===== src/sv/msup_pkg.sv =====
// ----------------------------------------------------------------------------
// msup_pkg
// Shared types, sizes and constants of the motor speed supervisor.
// ----------------------------------------------------------------------------
package msup_pkg;

  localparam int WINDOW_SLOTS  = 10;
  localparam int PENDING_DEPTH = 10;

  localparam int WIDX_W  = $clog2(WINDOW_SLOTS);
  localparam int WFILL_W = $clog2(WINDOW_SLOTS + 1);
  localparam int WSUM_W  = $clog2(WINDOW_SLOTS * 65535 + 1);
  localparam int PIDX_W  = $clog2(PENDING_DEPTH);
  localparam int ADDR_W  = 5;

  localparam logic [2:0] REG_TICK_MS      = 3'd0;
  localparam logic [2:0] REG_OVER_IVL     = 3'd1;
  localparam logic [2:0] REG_UNDER_IVL    = 3'd2;
  localparam logic [2:0] REG_UNDER_DELAY  = 3'd3;
  localparam logic [2:0] REG_NO_PULSE     = 3'd4;

  localparam logic [6:0]  RST_TICK_MS     = 7'd5;
  localparam logic [15:0] RST_OVER_IVL    = 16'd1000;
  localparam logic [16:0] RST_UNDER_IVL   = 17'd10000;
  localparam logic [16:0] RST_UNDER_DELAY = 17'd5000;
  localparam logic [9:0]  RST_NO_PULSE    = 10'd100;

  localparam logic       KIND_TICK  = 1'b0;
  localparam logic       KIND_PULSE = 1'b1;
  localparam logic [1:0] ESC_RUN    = 2'd0;
  localparam logic [1:0] ESC_STOP   = 2'd1;
  localparam logic [1:0] ESC_OTHER  = 2'd2;

  localparam logic [15:0] PULSE_MAX  = 16'hFFFF;
  localparam logic [14:0] RUN_MAX    = 15'd20000;
  localparam logic [13:0] TMO_MAX    = 14'd10000;
  localparam logic [7:0]  SILENT_MAX = 8'd200;
  localparam logic [7:0]  CNT_MAX    = 8'd255;
  localparam logic [7:0]  BAD_LIMIT  = 8'd5;
  localparam logic [7:0]  GOOD_LIMIT = 8'd10;
  localparam logic [20:0] TMO_MS     = 21'd8000;
  localparam logic [14:0] SLOT_MS    = 15'd100;

  typedef struct packed {
    logic        kind;
    logic [1:0]  esc_state;
    logic [15:0] capture_time;
  } item_t;

  typedef struct packed {
    logic [15:0] speed_pulses;
    logic        overspeed_fault;
    logic        underspeed_fault;
    logic        timeout_fault;
    logic        stop_done;
  } result_t;

  typedef struct packed {
    logic [6:0]  tick_ms;
    logic [15:0] overspeed_interval;
    logic [16:0] underspeed_interval;
    logic [16:0] underspeed_delay_ms;
    logic [9:0]  no_pulse_limit_ms;
  } cfg_t;

  typedef struct packed {
    logic bump;
    logic step;
  } win_cmd_t;

  typedef enum logic [2:0] {
    ST_IDLE,
    ST_EVAL,
    ST_WIN,
    ST_WSUM,
    ST_PREAD,
    ST_PJUDGE,
    ST_DONE
  } state_t;

endpackage


===== src/sv/msup_window.sv =====
// ----------------------------------------------------------------------------
// msup_window
// Pulse count of the open slot and circular memory of closed 100 ms slots,
// with a running sum that gives the speed.
// ----------------------------------------------------------------------------
module msup_window (
  input  logic               clk,
  input  logic               rst,
  input  logic [6:0]         tick_ms,
  input  msup_pkg::win_cmd_t cmd,
  output logic [15:0]        speed
);

  logic [15:0] win_mem [msup_pkg::WINDOW_SLOTS];
  logic [15:0] oldest_q;
  logic [15:0] oldest;
  logic [15:0] slot_pulses;
  logic [7:0]  slot_ticks;
  logic [7:0]  slot_inc;
  logic [14:0] slot_prod;
  logic        slot_close;
  logic        shifting;
  logic [msup_pkg::WIDX_W-1:0]  head;
  logic [msup_pkg::WIDX_W-1:0]  head_next;
  logic [msup_pkg::WFILL_W-1:0] fill;
  logic [msup_pkg::WSUM_W-1:0]  sum;
  logic [msup_pkg::WSUM_W-1:0]  sum_next;

  always_comb begin
    slot_inc   = slot_ticks + 8'd1;
    slot_prod  = {7'd0, slot_inc} * {8'd0, tick_ms};
    slot_close = slot_prod >= msup_pkg::SLOT_MS;
    oldest     = (fill == msup_pkg::WFILL_W'(msup_pkg::WINDOW_SLOTS)) ? oldest_q : 16'd0;
    sum_next   = sum - msup_pkg::WSUM_W'(oldest) + msup_pkg::WSUM_W'(slot_pulses);
    head_next  = (head == msup_pkg::WIDX_W'(msup_pkg::WINDOW_SLOTS - 1)) ? '0
                                                                          : head + 1'b1;
    speed      = (sum > msup_pkg::WSUM_W'(msup_pkg::PULSE_MAX)) ? msup_pkg::PULSE_MAX
                                                                 : sum[15:0];
  end

  always_ff @(posedge clk) begin
    if (rst) begin
      slot_ticks  <= 8'd0;
      slot_pulses <= 16'd0;
      head        <= '0;
      fill        <= '0;
      sum         <= '0;
      shifting    <= 1'b0;
    end else begin
      shifting <= cmd.step && slot_close;
      if (cmd.step) begin
        slot_ticks <= slot_close ? 8'd0 : slot_inc;
      end
      if (shifting) begin
        head        <= head_next;
        sum         <= sum_next;
        slot_pulses <= 16'd0;
        if (fill != msup_pkg::WFILL_W'(msup_pkg::WINDOW_SLOTS)) begin
          fill <= fill + 1'b1;
        end
      end else if (cmd.bump && slot_pulses != msup_pkg::PULSE_MAX) begin
        slot_pulses <= slot_pulses + 16'd1;
      end
    end
  end

  always_ff @(posedge clk) begin
    if (cmd.step) begin
      oldest_q <= win_mem[head];
    end
    if (shifting) begin
      win_mem[head] <= slot_pulses;
    end
  end

endmodule


===== src/sv/msup_ctrl.sv =====
// ----------------------------------------------------------------------------
// msup_ctrl
// Sequencer of the supervisor: pending interval memory, fault counters,
// state-entry handling and the result register.
// ----------------------------------------------------------------------------
module msup_ctrl (
  input  logic               clk,
  input  logic               rst,
  input  msup_pkg::cfg_t     cfg,
  input  msup_pkg::item_t    item,
  input  logic               item_valid,
  output logic               item_ready,
  output msup_pkg::result_t  result,
  output logic               result_valid,
  input  logic               result_ready,
  output msup_pkg::win_cmd_t win_cmd,
  input  logic [15:0]        speed
);

  msup_pkg::state_t  state;
  msup_pkg::state_t  state_next;
  msup_pkg::result_t res;

  logic [16:0] pend_mem [msup_pkg::PENDING_DEPTH];
  logic [16:0] rd_data;
  logic [16:0] interval;
  logic [msup_pkg::PIDX_W-1:0] pcount;
  logic [msup_pkg::PIDX_W-1:0] idx;
  logic [msup_pkg::PIDX_W-1:0] idx_inc;
  logic [msup_pkg::PIDX_W-1:0] raddr;

  logic [1:0]  st;
  logic [1:0]  st_in;
  logic [1:0]  prev_st;
  logic [15:0] last_cap;
  logic [14:0] running;
  logic [14:0] running_base;
  logic [14:0] running_new;
  logic [13:0] timeout;
  logic [13:0] timeout_base;
  logic [13:0] timeout_new;
  logic [7:0]  silent;
  logic [7:0]  silent_inc;
  logic [7:0]  good;
  logic [7:0]  bad;
  logic [7:0]  good_inc;
  logic [7:0]  bad_inc;
  logic [7:0]  good_j;
  logic [7:0]  bad_j;
  logic [20:0] tmo_prod;
  logic [21:0] run_prod;
  logic [14:0] sil_prod;

  logic stopped;
  logic stopped_final;
  logic adv;
  logic tmo_chk;
  logic run_late;
  logic sil_late;
  logic over;
  logic under;
  logic run_entry;
  logic stop_entry;
  logic tick_take;
  logic pulse_take;
  logic res_load;
  logic res_valid;
  logic pend_any;
  logic is_bad;
  logic over_hit;
  logic under_hit;

  always_comb begin
    st_in        = (item.esc_state inside {msup_pkg::ESC_RUN, msup_pkg::ESC_STOP})
                   ? item.esc_state : msup_pkg::ESC_OTHER;
    tick_take    = item_valid && item_ready && item.kind == msup_pkg::KIND_TICK;
    pulse_take   = item_valid && item_ready && item.kind == msup_pkg::KIND_PULSE &&
                   st_in != msup_pkg::ESC_OTHER;
    run_entry    = st_in == msup_pkg::ESC_RUN && prev_st != msup_pkg::ESC_RUN;
    stop_entry   = st_in == msup_pkg::ESC_STOP && prev_st != msup_pkg::ESC_STOP;
    running_base = run_entry ? 15'd0 : running;
    timeout_base = stop_entry ? 14'd0 : timeout;
    running_new  = (st_in != msup_pkg::ESC_OTHER && running_base < msup_pkg::RUN_MAX)
                   ? running_base + 15'd1 : running_base;
    timeout_new  = (st_in != msup_pkg::ESC_RUN && timeout_base < msup_pkg::TMO_MAX)
                   ? timeout_base + 14'd1 : timeout_base;
    interval     = (item.capture_time > last_cap)
                   ? {1'b0, item.capture_time} - {1'b0, last_cap}
                   : ({1'b0, msup_pkg::PULSE_MAX} - {1'b0, last_cap}) +
                     {1'b0, item.capture_time};

    silent_inc   = (silent < msup_pkg::SILENT_MAX) ? silent + 8'd1 : silent;
    tmo_prod     = {7'd0, timeout} * {14'd0, cfg.tick_ms};
    run_prod     = {7'd0, running} * {15'd0, cfg.tick_ms};
    sil_prod     = {7'd0, silent_inc} * {8'd0, cfg.tick_ms};

    pend_any     = st != msup_pkg::ESC_OTHER && pcount != '0;
    idx_inc      = idx + 1'b1;
    bad_inc      = (bad < msup_pkg::CNT_MAX) ? bad + 8'd1 : bad;
    good_inc     = (good < msup_pkg::CNT_MAX) ? good + 8'd1 : good;
    is_bad       = rd_data < {1'b0, cfg.overspeed_interval};
    if (is_bad) begin
      bad_j    = bad_inc;
      good_j   = 8'd0;
      over_hit = bad_inc >= msup_pkg::BAD_LIMIT;
    end else begin
      good_j   = good_inc;
      bad_j    = (good_inc >= msup_pkg::GOOD_LIMIT) ? 8'd0 : bad;
      over_hit = 1'b0;
    end
    under_hit     = st == msup_pkg::ESC_RUN && bad_j < msup_pkg::BAD_LIMIT && run_late &&
                    rd_data > cfg.underspeed_interval;
    stopped_final = (st == msup_pkg::ESC_STOP && speed == 16'd0) ? 1'b1 : stopped;
  end

  always_comb begin
    state_next = state;
    case (state)
      msup_pkg::ST_IDLE:   if (tick_take) state_next = msup_pkg::ST_EVAL;
      msup_pkg::ST_EVAL:   state_next = msup_pkg::ST_WIN;
      msup_pkg::ST_WIN:    state_next = msup_pkg::ST_WSUM;
      msup_pkg::ST_WSUM:   state_next = msup_pkg::ST_PREAD;
      msup_pkg::ST_PREAD:  state_next = pend_any ? msup_pkg::ST_PJUDGE : msup_pkg::ST_DONE;
      msup_pkg::ST_PJUDGE: if (idx_inc == pcount) state_next = msup_pkg::ST_DONE;
      msup_pkg::ST_DONE:   if (!res_valid || result_ready) state_next = msup_pkg::ST_IDLE;
      default:             state_next = msup_pkg::ST_IDLE;
    endcase
  end

  always_comb begin
    item_ready   = state == msup_pkg::ST_IDLE;
    win_cmd.bump = pulse_take;
    win_cmd.step = state == msup_pkg::ST_WIN && adv;
    raddr        = (state == msup_pkg::ST_PJUDGE) ? idx_inc : '0;
    res_load     = state == msup_pkg::ST_DONE && (!res_valid || result_ready);
    result       = res;
    result_valid = res_valid;
  end

  always_ff @(posedge clk) begin
    if (rst) begin
      state     <= msup_pkg::ST_IDLE;
      st        <= msup_pkg::ESC_OTHER;
      prev_st   <= msup_pkg::ESC_OTHER;
      pcount    <= '0;
      idx       <= '0;
      last_cap  <= 16'd0;
      running   <= 15'd0;
      timeout   <= 14'd0;
      silent    <= 8'd0;
      good      <= 8'd0;
      bad       <= 8'd0;
      stopped   <= 1'b1;
      adv       <= 1'b0;
      tmo_chk   <= 1'b0;
      run_late  <= 1'b0;
      sil_late  <= 1'b0;
      over      <= 1'b0;
      under     <= 1'b0;
      res_valid <= 1'b0;
    end else begin
      state <= state_next;
      if (pulse_take) begin
        if (pcount != msup_pkg::PIDX_W'(msup_pkg::PENDING_DEPTH - 1)) begin
          pcount <= pcount + 1'b1;
        end
        last_cap <= item.capture_time;
      end
      if (tick_take) begin
        st      <= st_in;
        prev_st <= st_in;
        running <= running_new;
        timeout <= timeout_new;
        over    <= 1'b0;
        under   <= 1'b0;
        if (run_entry) begin
          bad      <= 8'd0;
          good     <= 8'd0;
          pcount   <= '0;
          last_cap <= 16'd0;
        end
        if (stop_entry) begin
          stopped <= 1'b0;
        end
      end
      if (state == msup_pkg::ST_EVAL) begin
        tmo_chk  <= st != msup_pkg::ESC_RUN && tmo_prod > msup_pkg::TMO_MS;
        adv      <= st != msup_pkg::ESC_OTHER ||
                    (st != msup_pkg::ESC_RUN && tmo_prod > msup_pkg::TMO_MS);
        run_late <= run_prod > {5'd0, cfg.underspeed_delay_ms};
        sil_late <= sil_prod > {5'd0, cfg.no_pulse_limit_ms};
      end
      if (state == msup_pkg::ST_PREAD) begin
        if (pend_any) begin
          silent <= 8'd0;
          idx    <= '0;
        end else if (st == msup_pkg::ESC_RUN) begin
          silent <= silent_inc;
          if (run_late && sil_late) begin
            under   <= 1'b1;
            running <= 15'd0;
          end
        end
      end
      if (state == msup_pkg::ST_PJUDGE) begin
        bad  <= bad_j;
        good <= good_j;
        idx  <= idx_inc;
        if (over_hit || under_hit) begin
          running  <= 15'd0;
          run_late <= 1'b0;
        end
        if (over_hit) begin
          over <= 1'b1;
        end
        if (under_hit) begin
          under <= 1'b1;
        end
        if (idx_inc == pcount) begin
          pcount <= '0;
        end
      end
      if (res_load) begin
        stopped   <= stopped_final;
        res_valid <= 1'b1;
      end else if (result_ready) begin
        res_valid <= 1'b0;
      end
    end
  end

  always_ff @(posedge clk) begin
    if (pulse_take) begin
      pend_mem[pcount] <= interval;
    end
    rd_data <= pend_mem[raddr];
    if (res_load) begin
      res.speed_pulses     <= speed;
      res.overspeed_fault  <= over;
      res.underspeed_fault <= under;
      res.timeout_fault    <= tmo_chk && speed > 16'd1;
      res.stop_done        <= stopped_final;
    end
  end

  a_pcount_bound: assert property (@(posedge clk) disable iff (rst)
    pcount <= msup_pkg::PIDX_W'(msup_pkg::PENDING_DEPTH - 1))
    else $error("pending count beyond store depth");

  a_judge_index: assert property (@(posedge clk) disable iff (rst)
    state == msup_pkg::ST_PJUDGE |-> idx < pcount)
    else $error("pending walk past last entry");

  a_judge_state: assert property (@(posedge clk) disable iff (rst)
    state == msup_pkg::ST_PJUDGE |-> st != msup_pkg::ESC_OTHER)
    else $error("pending walk outside run or stopping");

  a_tick_leaves_idle: assert property (@(posedge clk) disable iff (rst)
    tick_take |=> !item_ready)
    else $error("tick item did not start its sequence");

  a_running_bound: assert property (@(posedge clk) disable iff (rst)
    running <= msup_pkg::RUN_MAX)
    else $error("running ticks beyond saturation");

endmodule


===== src/sv/motor_speed_supervisor.sv =====
// ----------------------------------------------------------------------------
// motor_speed_supervisor
// Speed supervisor for one pulse sensor with an APB-style register port.
// ----------------------------------------------------------------------------
// Input channel item_valid / item_ready / item: a pulse item (kind 1) carries
// a 10 us timer capture; a tick item (kind 0) closes one system tick.
// Output channel result_valid / result_ready / result: one result per tick,
// none per pulse.
// A pulse is taken while the sequencer is idle. A tick steps through EVAL,
// WIN, WSUM, PREAD, one PJUDGE step per queued pulse interval (up to
// PENDING_DEPTH-1, walking the pending interval memory, one read per cycle)
// and DONE; the window advance costs one read and one write of slot memory.
// The result sits in an output register; the next item is taken while it
// waits. When the receiver stalls, a finished tick holds in its DONE state
// until the output register frees, and then input is taken again.
// Reset clears all counters, empties the window and the pending queue, sets
// stop_done and loads the register defaults. Write registers only while idle.
// ----------------------------------------------------------------------------
module motor_speed_supervisor (
  input  logic                        clk,
  input  logic                        rst,
  input  logic                        item_valid,
  output logic                        item_ready,
  input  msup_pkg::item_t             item,
  output logic                        result_valid,
  input  logic                        result_ready,
  output msup_pkg::result_t           result,
  input  logic                        psel,
  input  logic                        penable,
  input  logic                        pwrite,
  input  logic [msup_pkg::ADDR_W-1:0] paddr,
  input  logic [31:0]                 pwdata,
  output logic [31:0]                 prdata,
  output logic                        pready
);

  msup_pkg::cfg_t     cfg;
  msup_pkg::win_cmd_t win_cmd;
  logic [15:0]        speed;
  logic [2:0]         reg_idx;
  logic               reg_wr;

  always_comb begin
    pready  = 1'b1;
    reg_idx = paddr[4:2];
    reg_wr  = psel && penable && pwrite && pready;
    case (reg_idx)
      msup_pkg::REG_TICK_MS:     prdata = {25'd0, cfg.tick_ms};
      msup_pkg::REG_OVER_IVL:    prdata = {16'd0, cfg.overspeed_interval};
      msup_pkg::REG_UNDER_IVL:   prdata = {15'd0, cfg.underspeed_interval};
      msup_pkg::REG_UNDER_DELAY: prdata = {15'd0, cfg.underspeed_delay_ms};
      msup_pkg::REG_NO_PULSE:    prdata = {22'd0, cfg.no_pulse_limit_ms};
      default:                   prdata = 32'd0;
    endcase
  end

  always_ff @(posedge clk) begin
    if (rst) begin
      cfg.tick_ms             <= msup_pkg::RST_TICK_MS;
      cfg.overspeed_interval  <= msup_pkg::RST_OVER_IVL;
      cfg.underspeed_interval <= msup_pkg::RST_UNDER_IVL;
      cfg.underspeed_delay_ms <= msup_pkg::RST_UNDER_DELAY;
      cfg.no_pulse_limit_ms   <= msup_pkg::RST_NO_PULSE;
    end else if (reg_wr) begin
      case (reg_idx)
        msup_pkg::REG_TICK_MS:     cfg.tick_ms             <= pwdata[6:0];
        msup_pkg::REG_OVER_IVL:    cfg.overspeed_interval  <= pwdata[15:0];
        msup_pkg::REG_UNDER_IVL:   cfg.underspeed_interval <= pwdata[16:0];
        msup_pkg::REG_UNDER_DELAY: cfg.underspeed_delay_ms <= pwdata[16:0];
        msup_pkg::REG_NO_PULSE:    cfg.no_pulse_limit_ms   <= pwdata[9:0];
        default: ;
      endcase
    end
  end

  msup_window u_window (
    .clk     (clk),
    .rst     (rst),
    .tick_ms (cfg.tick_ms),
    .cmd     (win_cmd),
    .speed   (speed)
  );

  msup_ctrl u_ctrl (
    .clk          (clk),
    .rst          (rst),
    .cfg          (cfg),
    .item         (item),
    .item_valid   (item_valid),
    .item_ready   (item_ready),
    .result       (result),
    .result_valid (result_valid),
    .result_ready (result_ready),
    .win_cmd      (win_cmd),
    .speed        (speed)
  );

endmodule


===== config.mk =====
export PLATFORM = sky130hd
export DESIGN_NAME = motor_speed_supervisor
export DESIGN_NICKNAME = d
export VERILOG_FILES = /design/src/sv/msup_pkg.sv /design/src/sv/msup_window.sv /design/src/sv/msup_ctrl.sv /design/src/sv/motor_speed_supervisor.sv
export SDC_FILE = /design/constraint.sdc
export NUM_CORES = 2
export LEC_CHECK = 0
export BUFFER_PORTS_ARGS = -buffer_cell sky130_fd_sc_hd__buf_2
export CAP_MARGIN = 15
export CORE_MARGIN = 4
export CORE_UTILIZATION = 43
export DETAILED_ROUTE_END_ITERATION = 10
export PLACE_DENSITY = 0.61
export RECOVER_POWER = 100
export SYNTH_ARGS = -nofsm -noshare
export SYNTH_HDL_FRONTEND = slang
export SYNTH_SLANG_ARGS = --single-unit

===== constraint.sdc =====
create_clock -name clk -period 11 [get_ports clk]
set_clock_uncertainty 0.1 [all_clocks]
set_input_delay 2.2 -clock clk [delete_from_list [all_inputs] [get_ports clk]]
set_output_delay 2.2 -clock clk [all_outputs]
set_load 0.02 [all_outputs]

### Yosys cells after proc, flatten, opt, wreduce, memory -nomap -nowiden

Memory sizes are Yosys's and may differ from the RTL's. A register that Yosys moved wholly into a read port is not among the register bits.
Index checks and enable logic that the tools add are counted.

| operators by class | value |
|---|---|
| add/subtract/negate cells | 16 |
| multipliers | 4 |
| magnitude comparators | 17 |
| equal/unequal tests | 25 |
| mux-type cells | 72 |
| bitwise logic cells | 1 |
| reductions and logical operators | 56 |

Operator list:

| operator | count |
|---|---|
| $mux W15 | 9 |
| $mux W8 | 13 |
| $pmux W17 S5 | 1 |
| $mux W16 | 5 |
| $mux W4 | 11 |
| $add A8 B1 Y8 const B | 4 |
| $mul A8 B7 Y15 | 2 |
| $mux W14 | 2 |
| $lt A8 B8 Y1 const B | 3 |
| $mux W1 | 24 |
| $gt A22 B17 Y1 | 1 |
| $logic_and A1 B1 Y1 | 22 |
| $mul A15 B7 Y22 | 1 |
| $reduce_bool A2 Y1 | 11 |
| $gt A21 B13 Y1 const B | 1 |
| $mul A14 B7 Y21 | 1 |
| $pmux W3 S7 | 1 |
| $add A20 B16 Y20 | 1 |
| $gt A20 B16 Y1 const B | 1 |
| $reduce_and A2 Y1 | 10 |
| $sub A20 B16 Y20 | 1 |
| $add A17 B16 Y17 | 1 |
| $gt A17 B17 Y1 | 1 |
| $lt A17 B16 Y1 | 1 |
| 37 further kinds | 63 |

| word-level totals | value |
|---|---|
| bits in registers | 230 |
| RAM bits | 330 |
| input port bits | 63 |
| output and inout port bits | 55 |
| memories kept | 2 |

Memories:

| memory | depth | width | read ports | clocked after memory_dff | wr ports | line | RTL |
|---|---|---|---|---|---|---|---|
| u_ctrl.pend_mem | 10 | 17 | 1 | 1 | 1 | msup_ctrl.sv:24 | `logic [16:0] pend_mem [msup_pkg::PENDING_DEPTH];` |
| u_window.win_mem | 10 | 16 | 1 | 1 | 1 | msup_window.sv:14 | `logic [15:0] win_mem [msup_pkg::WINDOW_SLOTS];` |

### Logic depth before layout (Yosys ltp)

| logic depth | value |
|---|---|
| depth in word-level cells | 16 |
| mapped depth | 28 |
| mapped depth without buffers | 26 |

### By module

From an unflattened synthesis, not the netlist that was laid out.

| second synthesis, totals | value |
|---|---|
| cells, all modules | 3867 |
| area total of the unflattened synthesis | 39487.9 um^2 |

Modules (own cells, without submodules):

| module | instances | cells each | area an instance (um^2) |
|---|---|---|---|
| msup_ctrl | 1 | 2456 | 23347.4 |
| msup_window | 1 | 1047 | 12703.4 |
| motor_speed_supervisor | 1 | 364 | 3437.0 |

### Worst setup path before layout

Ideal clock, no wire load.

| timing path | value |
|---|---|
| path kind | reg2reg |
| from | register, netlist name cfg[66] |
| to | register u_ctrl.run_late |
| setup time | 0.127 ns |
| data arrival time | 6.031 ns |
| slack | 4.741 ns |
| stages on the path, launching flop included | 27 |
| clock period less this slack | 6.259 ns |
| cell sequence | dfxtp_1 > clkbuf_1 > clkbuf_1 > nand2_1 > fa_1 > fa_1 > inv_1 > fa_1 > inv_1 > fa_1 > inv_1 > ha_1 > o21a_1 > o2111ai_1 > o221ai_1 > o21a_1 > o21ai_0 > nand2b_1 > xor2_1 > ha_1 > nand2_1 > or3_1 > o32a_1 > o21ai_0 > o2111ai_1 > a311oi_1 > a211oi_1 |

| on the way | value |
|---|---|
| word-level cells in the longest chain between the ends | 5 |

Ends and longest elaborated chain:

| element | line | RTL |
|---|---|---|
| $mul A15 B7 Y22 (*) | msup_ctrl.sv:94 | `run_prod = {7'd0, running} * {15'd0, cfg.tick_ms};` |
| $gt A22 B17 Y1 (*) | msup_ctrl.sv:190 | `run_late <= run_prod > {5'd0, cfg.underspeed_delay_ms};` |
| $mux W1 (*) | msup_ctrl.sv:186 | `if (state == msup_pkg::ST_EVAL) begin` |
| $mux W1 | msup_ctrl.sv:209 | `if (over_hit \|\| under_hit) begin` |
| $mux W1 (*) | msup_ctrl.sv:205 | `if (state == msup_pkg::ST_PJUDGE) begin` |
| end signal, assigned | msup_ctrl.sv:190 |  |
| end, declared | msup_ctrl.sv:58 | `logic run_late;` |

Every way passes the cells marked *; elsewhere a longest branch is shown, timed or not.
A chain may end at the register's enable or synchronous reset.

==> run metrics <==
final setup fails=0; Layout area overhead=9.13%; area leader, netlist=edfxtp_1; Num CTS Buffers=68; synthesized instance count=between 3000 and 4000; Core Region=89900 um2; Worst Path Required=between 10000 and 15000 ps; vias in the first global route=between 20000 and 30000; antenna violations before repair=0; largest net degree at the start of global routing=85; io pins=approximately 120; fin crit share=73.9%; Longest Clk Path Bufs=3; largest family of logic cells by synthesized area=adder cells; fmax=between 100 and 150 MHz; Final Hold Fails=0; CP peak stage delay=around 2900 ps; Crit path top cell by count=clkbuf_1; Worst-Margin Slew=4180 ps; Synth Area in Simple Gates=between 10% and 20%; Post-CTS Setup Repair Bufs=0; crit path DAT=around 8400 ps; Worst Hold Class=reg -> reg; post-synthesis compound-gate area fraction=around 11%; grt total ovfl=0; DRC viols=0; average via count per standard cell=~5.3; Power Density=roughly 120 nW/um2; mux cell area share after synthesis=roughly 5%; Yosys warning total=0; FF-to-FF path depth=23; Max VDD drop=between 100 and 150 uV; minimum clock period=roughly 8100 ps; Area after DPL=between 40000 and 50000 um2; DIE AREA=95400 um2; failing checks=capacitance limit, slew limit; final non-filler cell area=between 40000 and 50000 um2; LEAKAGE=~17 nW; root buffer cell=clkbuf_16; Slew Limit Headroom=-179%; pre-CTS setup slack=slightly below 4000 ps; DR pass1 iterations=6; Total Power=approximately 5 mW; final WL=89000 um; drt wl/cell=17.5 um; CP Class=in -> reg; initial core utilization=between 40% and 50%; HPWL Detailed=~60000 um; status=finished, violations left; critical path peak fanout=84; mapped cell area=slightly below 40000 um2; Nets=~4400; # rows=110; Placed Cells=4975; via count=between 20000 and 30000; crit start category=input pin; hold depth=0; ys async rst share=0%; # clock sinks=593; crit path cell chain=clkbuf_1 -> clkbuf_1 -> or3_1 -> o32ai_1; antenna viol nets, final=0; maxcap violations=7; Crit-path slowest cell=clkbuf_1; crit end category=flip-flop; setup_tns=0 ps; die width=approximately 310 um; antenna cells=0; post-synth top area share=28.2%; adder-cell share of the synthesized area=a little under a fifth; clk slew on worst S/H paths=~60 ps; first-pass GRT wire length=roughly 150000 um; synth top area cells=edfxtp_1, dfxtp_1, fa_1; Die Span Y=a little over 300 um; Yosys reg bits=approximately 590; total track usage=18.8%; Final Max Tran Viols=344; share of post-route cells with drive strength above 1=7.11%; Post-synth EDFFs=roughly 370; Initial DRC Count=roughly 1800; RSZ-0062 raised after global routing=no; H-tree depth=3; XOR/XNOR Fraction of Synth Area=2.50%; worst skew pair latency=between 600 and 700 ps; PortBufs=84; Unique masters post-synth=97; post-cts resize count=0; Finished Layout Cells=between 5000 and 6000; # hold bufs at CTS=0; Seq/Total Area, Yosys=39.9%; final setup margin=2870 ps; CTS tree=built; Avg Cell Area, Syn=~10 um2; gpl congestion=between 0.8 and 0.9; Synth Flop Type=edfxtp_1
[power by group]
part | switching [mW] | internal [mW] | leakage, nW
clock | 0.968 | 1.45 | 1.15
combinational | 0.189 | 0.0839 | 10.8
sequential | 0.0173 | 2.39 | 5.18
total | 1.17 | 3.92 | 17.1
[metal layers]
layer	vias to the layer above	global-route usage [%]	part of all wire (%)	wire length (um)
met5	-	0	0	0
met4	0	4.68	1.8	1570
met3	100	2.43	4.1	3680
met2	489	31.6	48	42300
met1	13300	25.9	47	41500
li1	13400	-	-	-
[state kept, by name (all words and copies together), names as in the netlist, 2 cells and up]
register              count
u_ctrl.timeout           14
u_window.slot_ticks       8
cfg                      67
u_window.fill             4
u_window.sum             20
u_ctrl.good               8
u_ctrl.bad                8
u_window.win_mem        160
u_window.oldest_q        16
u_ctrl.running           15
u_ctrl.last_cap          16
u_ctrl.rd_data           17
u_ctrl.pend_mem         170
u_ctrl.state              3
u_ctrl.result            20
u_ctrl.pcount             4
u_window.slot_pulses     16
u_window.head             4
u_ctrl.idx                4
u_ctrl.st                 2
u_ctrl.silent             8
[synthesized netlist by cell type (19+ instances only)]
cell type and count:
a211o_1 22, a211oi_1 92, a21o_1 50, a21oi_1 228, a22oi_1 20, a31oi_1 34, and2_1 189, and3_1 36
clkbuf_1 162, dfxtp_1 227, edfxtp_1 366, fa_1 199, ha_1 261, inv_1 414, mux2i_1 78, mux4_2 49
nand2_1 446, nand2b_1 25, nand3_1 56, nand3b_1 23, nand4_1 41, nor2_1 225, nor2b_1 51, nor3_1 63
nor4_1 27, o21a_1 22, o21ai_0 86, or2_2 21, or3_1 19, xnor2_1 73, xor2_1 38
[kinds of logic after synthesis]
family / Yosys count
buf+inv: 629
fa+ha+maj: 460
simple gates: 1282
other cells: 2
mux: 131
flops: 593
compound gates: 669
xor+xnor: 111
[final timing paths]
check / from / end / slack, ps
min: u_ctrl.under / u_ctrl.result[2] / 330
max: rst / u_ctrl.bad[1] / 2870
min reg2reg: u_ctrl.under / u_ctrl.result[2] / 330
max reg2reg: cfg[65] / u_ctrl.run_late / 3530
[stage by stage]
stage | hold WS (ps) | util [%]
floorplan | 309 | -
global placement | 312 | 44.9
detailed placement | 318 | 44.9
CTS | 331 | 47.6
global route | 343 | 47.3
finish | 332 | 47.3
[critical path, delay by kind of cell]
family                 cells  cell delay, ps
AOI/OAI and AO/OA          1              90
and+or+nand+nor            1             340
buffers and inverters      2            5660
[cell type report]
class	instances	area (um2)
multi-input cells	2669	20900
clock buffers	79	1780
clock inverters	45	631
well taps	1176	1470
inverters	414	1550
flip-flops and latches	593	15500
repair buffers	125	609
fillers	8385	47400
[cell usage in the layout (no fill, tap or decap), drive strengths merged, types with 66 or more instances in the layout]
master	Yosys	routed
fa	199	199
ha	261	261
clkbuf	162	138
dfxtp	227	227
nand2	447	447
and2	193	193
buf	53	66
edfxtp	366	366
inv	414	417
a211oi	93	93
nor2	230	230
mux2i	78	78
o21ai	88	88
a21oi	230	230
xnor2	73	73
Power figures use the tool's default switching activity.
